==> src/rtl/ibfcs_pkg.sv <==
// Shared types, constants and scaling functions for the IMU burst frame checker and scaler.
package ibfcs_pkg;

	localparam int WORD_W      = 16;
	localparam int IDX_W       = 5;
	localparam int DEST_W      = 3;
	localparam int NUM_SCALED  = 7;
	localparam int RAW_W       = 33;
	localparam int Q_W         = 28;
	localparam int RES_W       = 26;
	localparam int RECIP_W     = 32;
	localparam int RECIP_SHIFT = 36;

	localparam int TEMP_W  = 25;
	localparam int GYRO_W  = 27;
	localparam int ACCEL_W = 24;

	// burst word positions
	localparam logic [IDX_W-1:0] BURST_WORDS   = 5'd18;
	localparam logic [IDX_W-1:0] LAST_INDEX    = 5'd17;
	localparam logic [IDX_W-1:0] WORD_FLAGS    = 5'd0;
	localparam logic [IDX_W-1:0] WORD_TEMP_HI  = 5'd1;
	localparam logic [IDX_W-1:0] WORD_TEMP_LO  = 5'd2;
	localparam logic [IDX_W-1:0] WORD_GYRO_LO  = 5'd8;
	localparam logic [IDX_W-1:0] WORD_ACCEL_HI = 5'd13;
	localparam logic [IDX_W-1:0] WORD_ACCEL_LO = 5'd14;
	localparam logic [IDX_W-1:0] WORD_GPIO     = 5'd15;
	localparam logic [IDX_W-1:0] WORD_COUNT    = 5'd16;

	// slots of the scaled value store
	localparam logic [DEST_W-1:0] DEST_TEMP    = 3'd0;
	localparam logic [DEST_W-1:0] DEST_GYRO_X  = 3'd1;
	localparam logic [DEST_W-1:0] DEST_GYRO_Y  = 3'd2;
	localparam logic [DEST_W-1:0] DEST_GYRO_Z  = 3'd3;
	localparam logic [DEST_W-1:0] DEST_ACCEL_X = 3'd4;
	localparam logic [DEST_W-1:0] DEST_ACCEL_Y = 3'd5;
	localparam logic [DEST_W-1:0] DEST_ACCEL_Z = 3'd6;

	// y = off + round(num * v / den), ties up; temperature uses v = zero point - raw
	localparam logic signed [RAW_W-1:0] TEMP_RAW_ZERO = 33'sd172621824;
	localparam longint TEMP_NUM    = 75836;
	localparam longint TEMP_DEN    = 20000000;
	localparam longint TEMP_OFFSET = 1638400;
	localparam longint GYRO_NUM    = 4;
	localparam longint GYRO_DEN    = 250;
	localparam longint ACCEL_NUM   = 98;
	localparam longint ACCEL_DEN   = 50000;

	localparam longint TEMP_RECIP_L  = (TEMP_NUM << RECIP_SHIFT) / TEMP_DEN;
	localparam longint GYRO_RECIP_L  = (GYRO_NUM << RECIP_SHIFT) / GYRO_DEN;
	localparam longint ACCEL_RECIP_L = (ACCEL_NUM << RECIP_SHIFT) / ACCEL_DEN;

	typedef enum logic [1:0] {
		KIND_TEMP  = 2'd0,
		KIND_GYRO  = 2'd1,
		KIND_ACCEL = 2'd2
	} kind_t;

	typedef struct packed {
		logic                     valid;
		kind_t                    kind;
		logic [DEST_W-1:0]        dest;
		logic signed [RAW_W-1:0]  value;
	} scale_req_t;

	typedef struct packed {
		logic                     valid;
		logic [DEST_W-1:0]        dest;
		logic signed [Q_W-1:0]    value;
	} scale_res_t;

	function automatic logic [RECIP_W-1:0] kind_recip(input kind_t kind);
		logic [RECIP_W-1:0] r;
		case (kind)
			KIND_TEMP:  r = RECIP_W'(TEMP_RECIP_L);
			KIND_GYRO:  r = RECIP_W'(GYRO_RECIP_L);
			KIND_ACCEL: r = RECIP_W'(ACCEL_RECIP_L);
			default:    r = '0;
		endcase
		return r;
	endfunction

	function automatic logic [RES_W-1:0] kind_num(input kind_t kind);
		logic [RES_W-1:0] r;
		case (kind)
			KIND_TEMP:  r = RES_W'(TEMP_NUM);
			KIND_GYRO:  r = RES_W'(GYRO_NUM);
			KIND_ACCEL: r = RES_W'(ACCEL_NUM);
			default:    r = '0;
		endcase
		return r;
	endfunction

	function automatic logic [RES_W-1:0] kind_den(input kind_t kind);
		logic [RES_W-1:0] r;
		case (kind)
			KIND_TEMP:  r = RES_W'(TEMP_DEN);
			KIND_GYRO:  r = RES_W'(GYRO_DEN);
			KIND_ACCEL: r = RES_W'(ACCEL_DEN);
			default:    r = '0;
		endcase
		return r;
	endfunction

endpackage

==> src/rtl/ibfcs_scaler.sv <==
// Pipelined constant scaler: reciprocal multiply, residual, one-step rounding correction.
module ibfcs_scaler (
	input  logic                   clk,
	input  logic                   arst_n,
	input  ibfcs_pkg::scale_req_t  req,
	output ibfcs_pkg::scale_res_t  res
);

	logic signed [2*ibfcs_pkg::RAW_W-1:0] prod;
	logic signed [ibfcs_pkg::Q_W-1:0]     q0;
	logic [ibfcs_pkg::RES_W-1:0]          av;

	logic                                 valid_s1;
	ibfcs_pkg::kind_t                     kind_s1;
	logic [ibfcs_pkg::DEST_W-1:0]         dest_s1;
	logic signed [ibfcs_pkg::Q_W-1:0]     q0_s1;
	logic [ibfcs_pkg::RES_W-1:0]          av_s1;

	logic                                 valid_s2;
	ibfcs_pkg::kind_t                     kind_s2;
	logic [ibfcs_pkg::DEST_W-1:0]         dest_s2;
	logic signed [ibfcs_pkg::Q_W-1:0]     q0_s2;
	logic [ibfcs_pkg::RES_W-1:0]          rem_s2;

	logic [ibfcs_pkg::RES_W-1:0]          den_s1;
	logic [ibfcs_pkg::RES_W-1:0]          den_s2;
	logic [ibfcs_pkg::Q_W-1:0]            round_up;
	logic [ibfcs_pkg::Q_W-1:0]            offset;

	// stage 1: truncated quotient estimate, low bits of num * v
	assign prod = $signed(req.value) * $signed({1'b0, ibfcs_pkg::kind_recip(req.kind)});
	assign q0   = prod[ibfcs_pkg::RECIP_SHIFT+ibfcs_pkg::Q_W-1:ibfcs_pkg::RECIP_SHIFT];
	assign av   = ibfcs_pkg::RES_W'(req.value[ibfcs_pkg::RES_W-1:0] *
		ibfcs_pkg::kind_num(req.kind));

	// stage 2: residual num*v + den/2 - q0*den, known to lie in [0, 2*den)
	assign den_s1 = ibfcs_pkg::kind_den(kind_s1);

	// stage 3: add the correction step and the temperature offset
	assign den_s2   = ibfcs_pkg::kind_den(kind_s2);
	assign round_up = ibfcs_pkg::Q_W'(rem_s2 >= den_s2);
	assign offset   = (kind_s2 == ibfcs_pkg::KIND_TEMP) ?
		ibfcs_pkg::Q_W'(ibfcs_pkg::TEMP_OFFSET) : '0;

	assign res.valid = valid_s2;
	assign res.dest  = dest_s2;
	assign res.value = $signed(ibfcs_pkg::Q_W'(q0_s2) + round_up + offset);

	always_ff @(posedge clk or negedge arst_n) begin
		if (!arst_n) begin
			valid_s1 <= 1'b0;
			valid_s2 <= 1'b0;
		end else begin
			valid_s1 <= req.valid;
			valid_s2 <= valid_s1;
		end
	end

	always_ff @(posedge clk) begin
		kind_s1 <= req.kind;
		dest_s1 <= req.dest;
		q0_s1   <= q0;
		av_s1   <= av;

		kind_s2 <= kind_s1;
		dest_s2 <= dest_s1;
		q0_s2   <= q0_s1;
		rem_s2  <= ibfcs_pkg::RES_W'(av_s1 + (den_s1 >> 1) -
			ibfcs_pkg::RES_W'(q0_s1[ibfcs_pkg::RES_W-1:0] * den_s1));
	end

	// residual bound: at most one correction step is ever needed
	a_rem_bound: assert property (@(posedge clk) disable iff (!arst_n)
		valid_s2 |-> (rem_s2 < (den_s2 << 1)))
		else $error("scaler residual out of range");

	a_pipe_flow: assert property (@(posedge clk) disable iff (!arst_n)
		req.valid |=> ##1 valid_s2)
		else $error("scaler request lost in pipeline");

	a_dest_range: assert property (@(posedge clk) disable iff (!arst_n)
		valid_s2 |-> (dest_s2 <= ibfcs_pkg::DEST_ACCEL_Z))
		else $error("scaler destination out of range");

endmodule

==> src/rtl/imu_burst_frame_checker_scaler_core.sv <==
// Top level: IMU burst word sequencing, checksum and scaled result output.
// Throughput: one burst word per cycle while in_ready is high; a word is taken while a result waits in the output.
// The checksum beat parks the frame in s1; the result moves into the output registers once the output is free.
// Each pair's low word feeds a three-stage scaler (one 33x32 reciprocal multiply).
// in_ready drops only while a finished frame is held behind an unaccepted result.
// Reset clears word index, running sum, scaler request and valid flags; other payload is not reset.
module imu_burst_frame_checker_scaler_core (
	input  logic                               clk,
	input  logic                               arst_n,
	input  logic                               in_valid,
	output logic                               in_ready,
	input  logic                               start_frame,
	input  logic [ibfcs_pkg::WORD_W-1:0]       rx_word,
	output logic                               out_valid,
	input  logic                               out_ready,
	output logic                               checksum_ok,
	output logic [ibfcs_pkg::WORD_W-1:0]       status_flags,
	output logic signed [ibfcs_pkg::TEMP_W-1:0]  temperature_q16,
	output logic signed [ibfcs_pkg::GYRO_W-1:0]  gyro_x_q16,
	output logic signed [ibfcs_pkg::GYRO_W-1:0]  gyro_y_q16,
	output logic signed [ibfcs_pkg::GYRO_W-1:0]  gyro_z_q16,
	output logic signed [ibfcs_pkg::ACCEL_W-1:0] accel_x_q16,
	output logic signed [ibfcs_pkg::ACCEL_W-1:0] accel_y_q16,
	output logic signed [ibfcs_pkg::ACCEL_W-1:0] accel_z_q16,
	output logic [ibfcs_pkg::WORD_W-1:0]       gpio_word,
	output logic [ibfcs_pkg::WORD_W-1:0]       sample_count
);

	logic [ibfcs_pkg::IDX_W-1:0]   word_index_q;
	logic [ibfcs_pkg::WORD_W-1:0]  sum_q;
	logic [ibfcs_pkg::IDX_W-1:0]   idx_eff;
	logic [ibfcs_pkg::WORD_W-1:0]  sum_eff;
	logic                          in_fire;
	logic                          is_last;
	logic                          is_hi;
	logic                          is_lo;
	logic [2*ibfcs_pkg::WORD_W-1:0] raw;

	logic [ibfcs_pkg::WORD_W-1:0]  hi_q;
	logic [ibfcs_pkg::WORD_W-1:0]  flags_q;
	logic [ibfcs_pkg::WORD_W-1:0]  gpio_q;
	logic [ibfcs_pkg::WORD_W-1:0]  count_q;

	ibfcs_pkg::scale_req_t         req_q;
	ibfcs_pkg::scale_req_t         req_d;
	ibfcs_pkg::scale_res_t         scale_res;
	logic signed [ibfcs_pkg::Q_W-1:0] scaled_q [ibfcs_pkg::NUM_SCALED];

	logic                          last_valid_s1;
	logic                          checksum_ok_s1;
	logic                          s1_move;

	logic                          out_valid_q;
	logic                          ok_q;
	logic [ibfcs_pkg::WORD_W-1:0]  out_flags_q;
	logic [ibfcs_pkg::WORD_W-1:0]  out_gpio_q;
	logic [ibfcs_pkg::WORD_W-1:0]  out_count_q;
	logic signed [ibfcs_pkg::TEMP_W-1:0]  out_temp_q;
	logic signed [ibfcs_pkg::GYRO_W-1:0]  out_gx_q;
	logic signed [ibfcs_pkg::GYRO_W-1:0]  out_gy_q;
	logic signed [ibfcs_pkg::GYRO_W-1:0]  out_gz_q;
	logic signed [ibfcs_pkg::ACCEL_W-1:0] out_ax_q;
	logic signed [ibfcs_pkg::ACCEL_W-1:0] out_ay_q;
	logic signed [ibfcs_pkg::ACCEL_W-1:0] out_az_q;

	// the frame held in s1 reads stores that new words would overwrite
	assign s1_move  = last_valid_s1 && (!out_valid_q || out_ready);
	assign in_ready = !last_valid_s1 || !out_valid_q || out_ready;
	assign in_fire  = in_valid && in_ready;

	assign idx_eff = (start_frame || (word_index_q >= ibfcs_pkg::BURST_WORDS)) ?
		'0 : word_index_q;
	assign sum_eff = start_frame ? '0 : sum_q;
	assign is_last = (idx_eff == ibfcs_pkg::LAST_INDEX);
	assign is_hi   = idx_eff[0] &&
		(idx_eff inside {[ibfcs_pkg::WORD_TEMP_HI:ibfcs_pkg::WORD_ACCEL_HI]});
	assign is_lo   = !idx_eff[0] &&
		(idx_eff inside {[ibfcs_pkg::WORD_TEMP_LO:ibfcs_pkg::WORD_ACCEL_LO]});
	assign raw     = {hi_q, rx_word};

	always_comb begin
		req_d.valid = in_fire && is_lo;
		req_d.dest  = ibfcs_pkg::DEST_W'(idx_eff[ibfcs_pkg::IDX_W-1:1] - 4'd1);
		if (idx_eff == ibfcs_pkg::WORD_TEMP_LO) begin
			req_d.kind  = ibfcs_pkg::KIND_TEMP;
			req_d.value = ibfcs_pkg::TEMP_RAW_ZERO - $signed({raw[2*ibfcs_pkg::WORD_W-1], raw});
		end else if (idx_eff <= ibfcs_pkg::WORD_GYRO_LO) begin
			req_d.kind  = ibfcs_pkg::KIND_GYRO;
			req_d.value = $signed({raw[2*ibfcs_pkg::WORD_W-1], raw});
		end else begin
			req_d.kind  = ibfcs_pkg::KIND_ACCEL;
			req_d.value = $signed({raw[2*ibfcs_pkg::WORD_W-1], raw});
		end
	end

	ibfcs_scaler u_scaler (
		.clk    (clk),
		.arst_n (arst_n),
		.req    (req_q),
		.res    (scale_res)
	);

	always_ff @(posedge clk or negedge arst_n) begin
		if (!arst_n) begin
			word_index_q  <= '0;
			sum_q         <= '0;
			req_q         <= '0;
			last_valid_s1 <= 1'b0;
			out_valid_q   <= 1'b0;
		end else begin
			req_q <= req_d;
			if (in_fire) begin
				if (is_last) begin
					word_index_q <= '0;
					sum_q        <= '0;
				end else begin
					word_index_q <= idx_eff + 5'd1;
					sum_q        <= sum_eff + rx_word;
				end
			end
			if (in_fire && is_last) begin
				last_valid_s1 <= 1'b1;
			end else if (s1_move) begin
				last_valid_s1 <= 1'b0;
			end
			if (s1_move) begin
				out_valid_q <= 1'b1;
			end else if (out_ready) begin
				out_valid_q <= 1'b0;
			end
		end
	end

	always_ff @(posedge clk) begin
		if (in_fire) begin
			if (idx_eff == ibfcs_pkg::WORD_FLAGS) begin
				flags_q <= rx_word;
			end
			if (idx_eff == ibfcs_pkg::WORD_GPIO) begin
				gpio_q <= rx_word;
			end
			if (idx_eff == ibfcs_pkg::WORD_COUNT) begin
				count_q <= rx_word;
			end
			if (is_hi) begin
				hi_q <= rx_word;
			end
			if (is_last) begin
				checksum_ok_s1 <= (sum_eff == rx_word);
			end
		end
		if (scale_res.valid) begin
			scaled_q[scale_res.dest] <= scale_res.value;
		end
		if (s1_move) begin
			ok_q        <= checksum_ok_s1;
			out_flags_q <= flags_q;
			out_gpio_q  <= gpio_q;
			out_count_q <= count_q;
			out_temp_q  <= scaled_q[ibfcs_pkg::DEST_TEMP][ibfcs_pkg::TEMP_W-1:0];
			out_gx_q    <= scaled_q[ibfcs_pkg::DEST_GYRO_X][ibfcs_pkg::GYRO_W-1:0];
			out_gy_q    <= scaled_q[ibfcs_pkg::DEST_GYRO_Y][ibfcs_pkg::GYRO_W-1:0];
			out_gz_q    <= scaled_q[ibfcs_pkg::DEST_GYRO_Z][ibfcs_pkg::GYRO_W-1:0];
			out_ax_q    <= scaled_q[ibfcs_pkg::DEST_ACCEL_X][ibfcs_pkg::ACCEL_W-1:0];
			out_ay_q    <= scaled_q[ibfcs_pkg::DEST_ACCEL_Y][ibfcs_pkg::ACCEL_W-1:0];
			out_az_q    <= scaled_q[ibfcs_pkg::DEST_ACCEL_Z][ibfcs_pkg::ACCEL_W-1:0];
		end
	end

	assign out_valid       = out_valid_q;
	assign checksum_ok     = ok_q;
	assign status_flags    = out_flags_q;
	assign temperature_q16 = out_temp_q;
	assign gyro_x_q16      = out_gx_q;
	assign gyro_y_q16      = out_gy_q;
	assign gyro_z_q16      = out_gz_q;
	assign accel_x_q16     = out_ax_q;
	assign accel_y_q16     = out_ay_q;
	assign accel_z_q16     = out_az_q;
	assign gpio_word       = out_gpio_q;
	assign sample_count    = out_count_q;

	// a checksum beat restarts the index and the sum and parks the frame in s1
	a_last_word: assert property (@(posedge clk) disable iff (!arst_n)
		(in_fire && is_last) |=> (last_valid_s1 && word_index_q == '0 && sum_q == '0))
		else $error("checksum beat did not close the frame");

	a_index_range: assert property (@(posedge clk) disable iff (!arst_n)
		word_index_q <= ibfcs_pkg::LAST_INDEX)
		else $error("word index beyond burst length");

	// scaled values of a frame land before its checksum beat reaches s1
	a_scale_before_last: assert property (@(posedge clk) disable iff (!arst_n)
		scale_res.valid |-> !last_valid_s1)
		else $error("scaler write overlaps a held frame");

	a_hold_stalls_input: assert property (@(posedge clk) disable iff (!arst_n)
		(last_valid_s1 && !s1_move) |-> !in_ready)
		else $error("input taken while a frame is held");

endmodule
==> config.mk <==
export PLATFORM = sky130hd
export DESIGN_NAME = imu_burst_frame_checker_scaler_core
export DESIGN_NICKNAME = d
export VERILOG_FILES = /design/src/rtl/ibfcs_pkg.sv /design/src/rtl/ibfcs_scaler.sv /design/src/rtl/imu_burst_frame_checker_scaler_core.sv
export SDC_FILE = /design/constraint.sdc
export NUM_CORES = 2
export LEC_CHECK = 0
export ABC_AREA = 1
export BUFFER_PORTS_ARGS = -buffer_cell sky130_fd_sc_hd__buf_2
export CAP_MARGIN = 5
export CORE_MARGIN = 2
export CORE_UTILIZATION = 55
export CTS_CLUSTER_SIZE = 28
export DETAILED_ROUTE_END_ITERATION = 8
export GPL_TIMING_DRIVEN = 0
export PLACE_DENSITY_LB_ADDON = 0.15
export SETUP_SLACK_MARGIN = 0.1
export SLEW_MARGIN = 40
export SYNTH_ARGS = -nofsm -noshare
export SYNTH_HDL_FRONTEND = slang
export SYNTH_SLANG_ARGS = --single-unit
==> constraint.sdc <==
create_clock -name clk -period 13.6 [get_ports clk]
set_input_delay 0.68 -clock clk [delete_from_list [all_inputs] [get_ports clk]]
set_output_delay 0.68 -clock clk [all_outputs]
set_load 0.005 [all_outputs]
* Word-level counts from Yosys, hierarchy flattened
Memory sizes are Yosys's and may differ from the RTL's. A register that Yosys moved wholly into a read port is not among the register bits. Index checks and enable logic that the tools add are counted.
Word-level totals: bits in registers 296, bits in latches 0, memories 1, memory bits (read-only) 0, bits in writable memories 196, bits of input ports 21, output and inout port bits 229
Memory list:
- scaled_q | words 7, width 28, rd ports 7, clocked after Yosys merged registers in 7, wr ports 1, line imu_burst_frame_checker_scaler_core.sv:47 | logic signed [ibfcs_pkg::Q_W-1:0] scaled_q [ibfcs_pkg::NUM_SCALED];
Cells by class: $mul 3, reductions and logical operators 26, magnitude comparators 7, $add $sub $neg 8, mux-type cells 18, shift-type cells 0, bitwise gates (word level) 0, div/mod/pow operators 0, equal/unequal tests 11
Operators by type and width (number):
- $pmux 25 s3 | 2
- $pmux 31 s3 | 1
- $mul 33x32->64 | 1
- $pmux 17 s3 | 1
- $mux 33 | 1
- $sub 29x32->33 const A | 1
- $mux 16 | 2
- $add 28x1->28 | 1
- $add 28x28->28 | 1
- $add 26x24->26 | 1
- $ge 26x25->1 | 1
- $mul 26x17->26 | 1
- $mul 26x25->26 | 1
- $sub 26x26->26 | 1
- $mux 21 | 1
- $add 16x16->16 | 1
- $eq 16x16->1 | 1
- $le 5x4->1 const B | 3
- $eq 5x5->1 const B | 2
- $mux 5 | 2
- $reduce_and 2->1 | 5
- $logic_and 1x1->1 | 8
- $eq 2x1->1 const B | 3
- $eq 2x2->1 const B | 3
- other kinds (14) | 28

* Longest topological paths before layout
word-level depth 7, gate-level depth with buffers 38

* Modules after synthesis
Synthesis repeated with hierarchy kept, for this count alone.
Second synthesis, totals: cell total of the unflattened synthesis 6661, area, all modules 67445.9 µm²
By module, submodules not included:
- ibfcs_scaler | cells an instance 5547, times used 1, area each 48690.4 µm²
- imu_burst_frame_checker_scaler_core | cells an instance 1114, times used 1, area each 18755.5 µm²

* Worst setup path before layout
No wires, ideal clock.
path kind input -> register, start input port out_ready, end register out_ax_q, in the netlist accel_x_q16[0] (read register of scaled_q) (enable), setup slack 2456 ps, data arrival time 10320 ps, required time 12776 ps, setup time 824 ps, cell stages on the path 4, path through inv_1 nand2_1 inv_1 nor2_1
Between the ends: longest elaborated chain between the ends 2
RTL lines:
- start, declared | line imu_burst_frame_checker_scaler_core.sv:15 | input logic out_ready,
- $logic_or 1x1->1 | line imu_burst_frame_checker_scaler_core.sv:67 | assign s1_move = last_valid_s1 && (!out_valid_q || out_ready);
- $logic_and 1x1->1 | line imu_burst_frame_checker_scaler_core.sv:67
- net s1_move | line imu_burst_frame_checker_scaler_core.sv:51 | logic s1_move;
- end, declared | line imu_burst_frame_checker_scaler_core.sv:62 | logic signed [ibfcs_pkg::ACCEL_W-1:0] out_ax_q;
The timed path passes the listed nets, and every way through them passes these cells. A chain may end at the register's enable or synchronous reset.

* Worst setup path in the final report
start register req_q[36] in the netlist's numbering, end register u_scaler.q0_s1[16] in the netlist's numbering
Between the ends: longest elaborated chain between the ends 3
RTL lines:
- start, declared | line imu_burst_frame_checker_scaler_core.sv:44 | ibfcs_pkg::scale_req_t req_q;
- start signal, assigned | line imu_burst_frame_checker_scaler_core.sv:111 | req_q <= req_d;
- $eq 2x2->1 (tied with other cells) | line ibfcs_pkg.sv:74 | case (kind)
- $pmux 31 s3 (*) | line ibfcs_pkg.sv:74
- $mul 33x32->64 (*) | line ibfcs_scaler.sv:31 | assign prod = $signed(req.value) * $signed({1'b0, ibfcs_pkg::kind_recip(req.kind)});
- net u_scaler.prod (one bit) | line ibfcs_scaler.sv:9 | logic signed [2*ibfcs_pkg::RAW_W-1:0] prod;
- end signal, assigned | line ibfcs_scaler.sv:62 | q0_s1 <= q0;
- end, declared | line ibfcs_scaler.sv:16 | logic signed [ibfcs_pkg::Q_W-1:0] q0_s1;
Mark *: on every way through the listed nets, which the timed path passes. The rest lies on a longest branch.

==> impl_metrics.toml <==
[timing]
relSlewSlack_pct = 37.4
setup_violations = 0
fin_crit_sh_pct = 75.9
grt_setup_unrepaired = "false"
max_freq_mhz = 96.8
post-route-min-period_ns = 10.33
finClkSkew_ns = 0.0565
maxSlewViolCount = 0
finalSetupTns_ns = 0
hold_violations = 0
worst_pin_slew_ns = 0.939

[floorplan]
die_h_um = 351
core_area_um2 = 119000
rows = 127
die_w_um = 351
io_pins = 250
die_area_um2 = 123000
initial_core_util_pct = 55.3

[worst_setup_path]
endpoint_kind = "flip-flop"
rr_endpoint = "u_scaler.q0_s1[16]$_DFF_P_"
start_kind = "flip-flop"
crit_end = "u_scaler.q0_s1[16]$_DFF_P_"
startpoint = "req_q[36]$_DFF_PN0_"
crit_fanout = 10
path_class = "flip-flop to flip-flop"
required_ns = 14.10
r2r-start = "req_q[36]$_DFF_PN0_"
r2r_cells = 27
arrival_ns = 10.82
r2r_slack_ns = 3.27

[cts]
cts_tree = "built"
clockBufferDepth = 3
cts_sinks = 649
cts_buffers = 72
root_buffer = "clkbuf_16"
cts_setup_buffers = 0
clk_latency_ns = 0.68
clkSlewWorstSetupHoldPaths_ns = 0.06
htreeDepth = 3

[finish]
mostFrequentLayoutCell = "inv_1"
syn2layout_area_growth_pct = 9.63
final_cell_mix = "1845 x inv_1, 1136 x fa_1, 740 x nand2_1"
drive_above_1_share_pct = 7.33
nNetsFinal = 8525
multi_input_area_um2 = 41000
n_fill_cell = 10200
seq_area_um2 = 18000
fin_util_pct = 60.6

[drt]
antenna_left = 0
drc = 0
wl_per_cell_um = 23.7
viasPerCell = 5.23
totalWireLength_um = 199000
num_vias = 43900
first_pass_iters = 6
drtIter0Drc = 3685

[yosys]
synth_seq_cells = 649
syn_area_um2 = 66100
yosysSeqAreaShare_pct = 27.3
synth_edf_count = 470
ys_types = 57
postSynthAreaPerCell_um2 = 10.4
async_flop_share_pct = 9.86
synth_cells = 6370
ys.flop_type = "edfxtp_1"
yosysWarnings = 0
postSynthNetCount = 8172

[placement]
dpl.hpwl_um = 173000
io_buffer_count = 248
gp_congestion = 0.988

[global_routing]
grt_max_degree = 42
use_met1_pct = 43.0
grtUsageMet3_pct = 5.15
grt_pass1_wl_um = 293000
overflow = 0
use_met2_pct = 54.4
grt_usage_pct = 33.1
antenna_found_initial = 3
grt_busiest_layer = "met2"
grt_pass1_vias = 46000

[min_path]
hold_path.class = "input pin to flip-flop"
whs_path_depth = 1

[job]
drv_cap = 0

[outcome]
status = "finished clean"
worst min-delay path by stage:
stage | start | to | slack (ns)
floorplan | u_scaler.dest_s1[0]$_DFF_P_ | u_scaler.dest_s2[0]$_DFF_P_ | 0.31
global placement | u_scaler.q0_s1[26]$_DFF_P_ | u_scaler.q0_s2[26]$_DFF_P_ | 0.31
detailed placement | u_scaler.q0_s1[26]$_DFF_P_ | u_scaler.q0_s2[26]$_DFF_P_ | 0.31
CTS | rx_word[0] | req_q[0]$_DFF_PN0_ | 0.25
global route | rx_word[0] | req_q[0]$_DFF_PN0_ | 0.27
finish | rx_word[0] | req_q[0]$_DFF_PN0_ | 0.29
cells in the mapped netlist (12+ instances only):
cell type	instances	area [µm²]
inv_1	1845	6930
fa_1	1136	22700
nand2_1	741	2780
ha_1	645	8070
edfxtp_1	470	14100
nor2_1	413	1550
a21oi_1	176	881
xor2_1	127	1110
nand3_1	116	581
dfxtp_1	115	2300
o21ai_0	108	541
dfrtp_1	64	1600
xnor2_1	64	561
o21bai_1	41	308
a21o_1	34	255
nor3_1	34	170
a31oi_1	24	150
clkbuf_1	23	86.3
nand4_1	20	125
nor4_1	15	93.8
buf_2	14	70.1
o22ai_1	14	87.6
inv_2	12	45.0
routing by layer:
| metal | share of wire [%] | vias to the layer above |
|---|---|---|
| met2 | 48 | 1484 |
| met1 | 40 | 22100 |
| met5 | 0 | - |
| met4 | 6.0 | 0 |
| li1 | - | 19900 |
| met3 | 6.3 | 367 |
worst max-delay path, cell delays in order, from the launching register on:
cell and delay, ns:
dfrtp_1 0.73, buf_2 0.35, inv_2 0.16, ha_1 0.31, clkbuf_1 0.70, clkbuf_1 0.65
nand2_1 0.24, fa_1 0.64, fa_1 0.52, fa_1 0.58, inv_1 0.06, fa_1 0.84
inv_1 0.37, fa_1 0.57, inv_1 0.06, fa_1 0.54, inv_1 0.05, fa_1 0.48
inv_1 0.06, fa_1 0.42, ha_1 0.50, nand2_1 0.13, nor2_1 0.12, inv_1 0.09
nor3_1 0.26, o21ai_0 0.12, nand3_1 0.12, xor2_1 0.49
cells by family (layout without fill, tap and decap cells):
kind of cell    after synthesis  after routing  share of synthesized area (%)
other cells                   1              2                        0.00568
xor+xnor                    191            191                           2.53
compound gates              441            441                           3.89
flops                       649            649                           27.3
buf+inv                    1909           2318                           10.9
fa+ha+maj                  1781           1781                           46.6
simple gates               1398           1398                           8.76
layout make-up:
| type | count | share of cell area, % |
|---|---|---|
| multi-input cells | 3812 | 56.6 |
| flip-flops and latches | 649 | 24.9 |
| diodes | 1 | 0.00345 |
| clock buffers | 90 | 2.61 |
| clock inverters | 40 | 0.686 |
| plain buffers | 52 | 0.345 |
| well taps | 1612 | 2.78 |
| repair buffers | 279 | 2.49 |
| inverters | 1857 | 9.62 |
what timing repair did:
item | CTS | global route
setup endpoints to repair | 0 | 0
hold endpoints to repair | 23 | 0
hold buffers | 1 | 0
resized for setup | 0 | 0
registers in the layout, summed over array words and instances, names as in the netlist, 25 cells and up:
| signal | count |
|---|---|
| req_q | 39 |
| gyro_z_q16 | 27 |
| u_scaler.av_s1 | 25 |
| u_scaler.q0_s2 | 27 |
| u_scaler.rem_s2 | 26 |
| gyro_x_q16 | 27 |
| u_scaler.q0_s1 | 27 |
| gyro_y_q16 | 27 |
| temperature_q16 | 25 |
| scaled_q | 178 |
through the flow:
stage / setup slack, ns / cells / area (µm²) / hold WS, ns
after floorplan: 2.46 / 6370 / 66100 / 0.310
after global placement: -1.59 / 8230 / 69300 / 0.312
after detailed placement: 3.41 / 8260 / 70000 / 0.312
after CTS: 3.49 / 8391 / 72400 / 0.251
after global routing: 3.00 / 8391 / 72400 / 0.273
final: 3.27 / 8392 / 72400 / 0.292
Power is not shown: default switching activity piles up to over one toggle a cycle in this logic, so the estimate is an artifact.
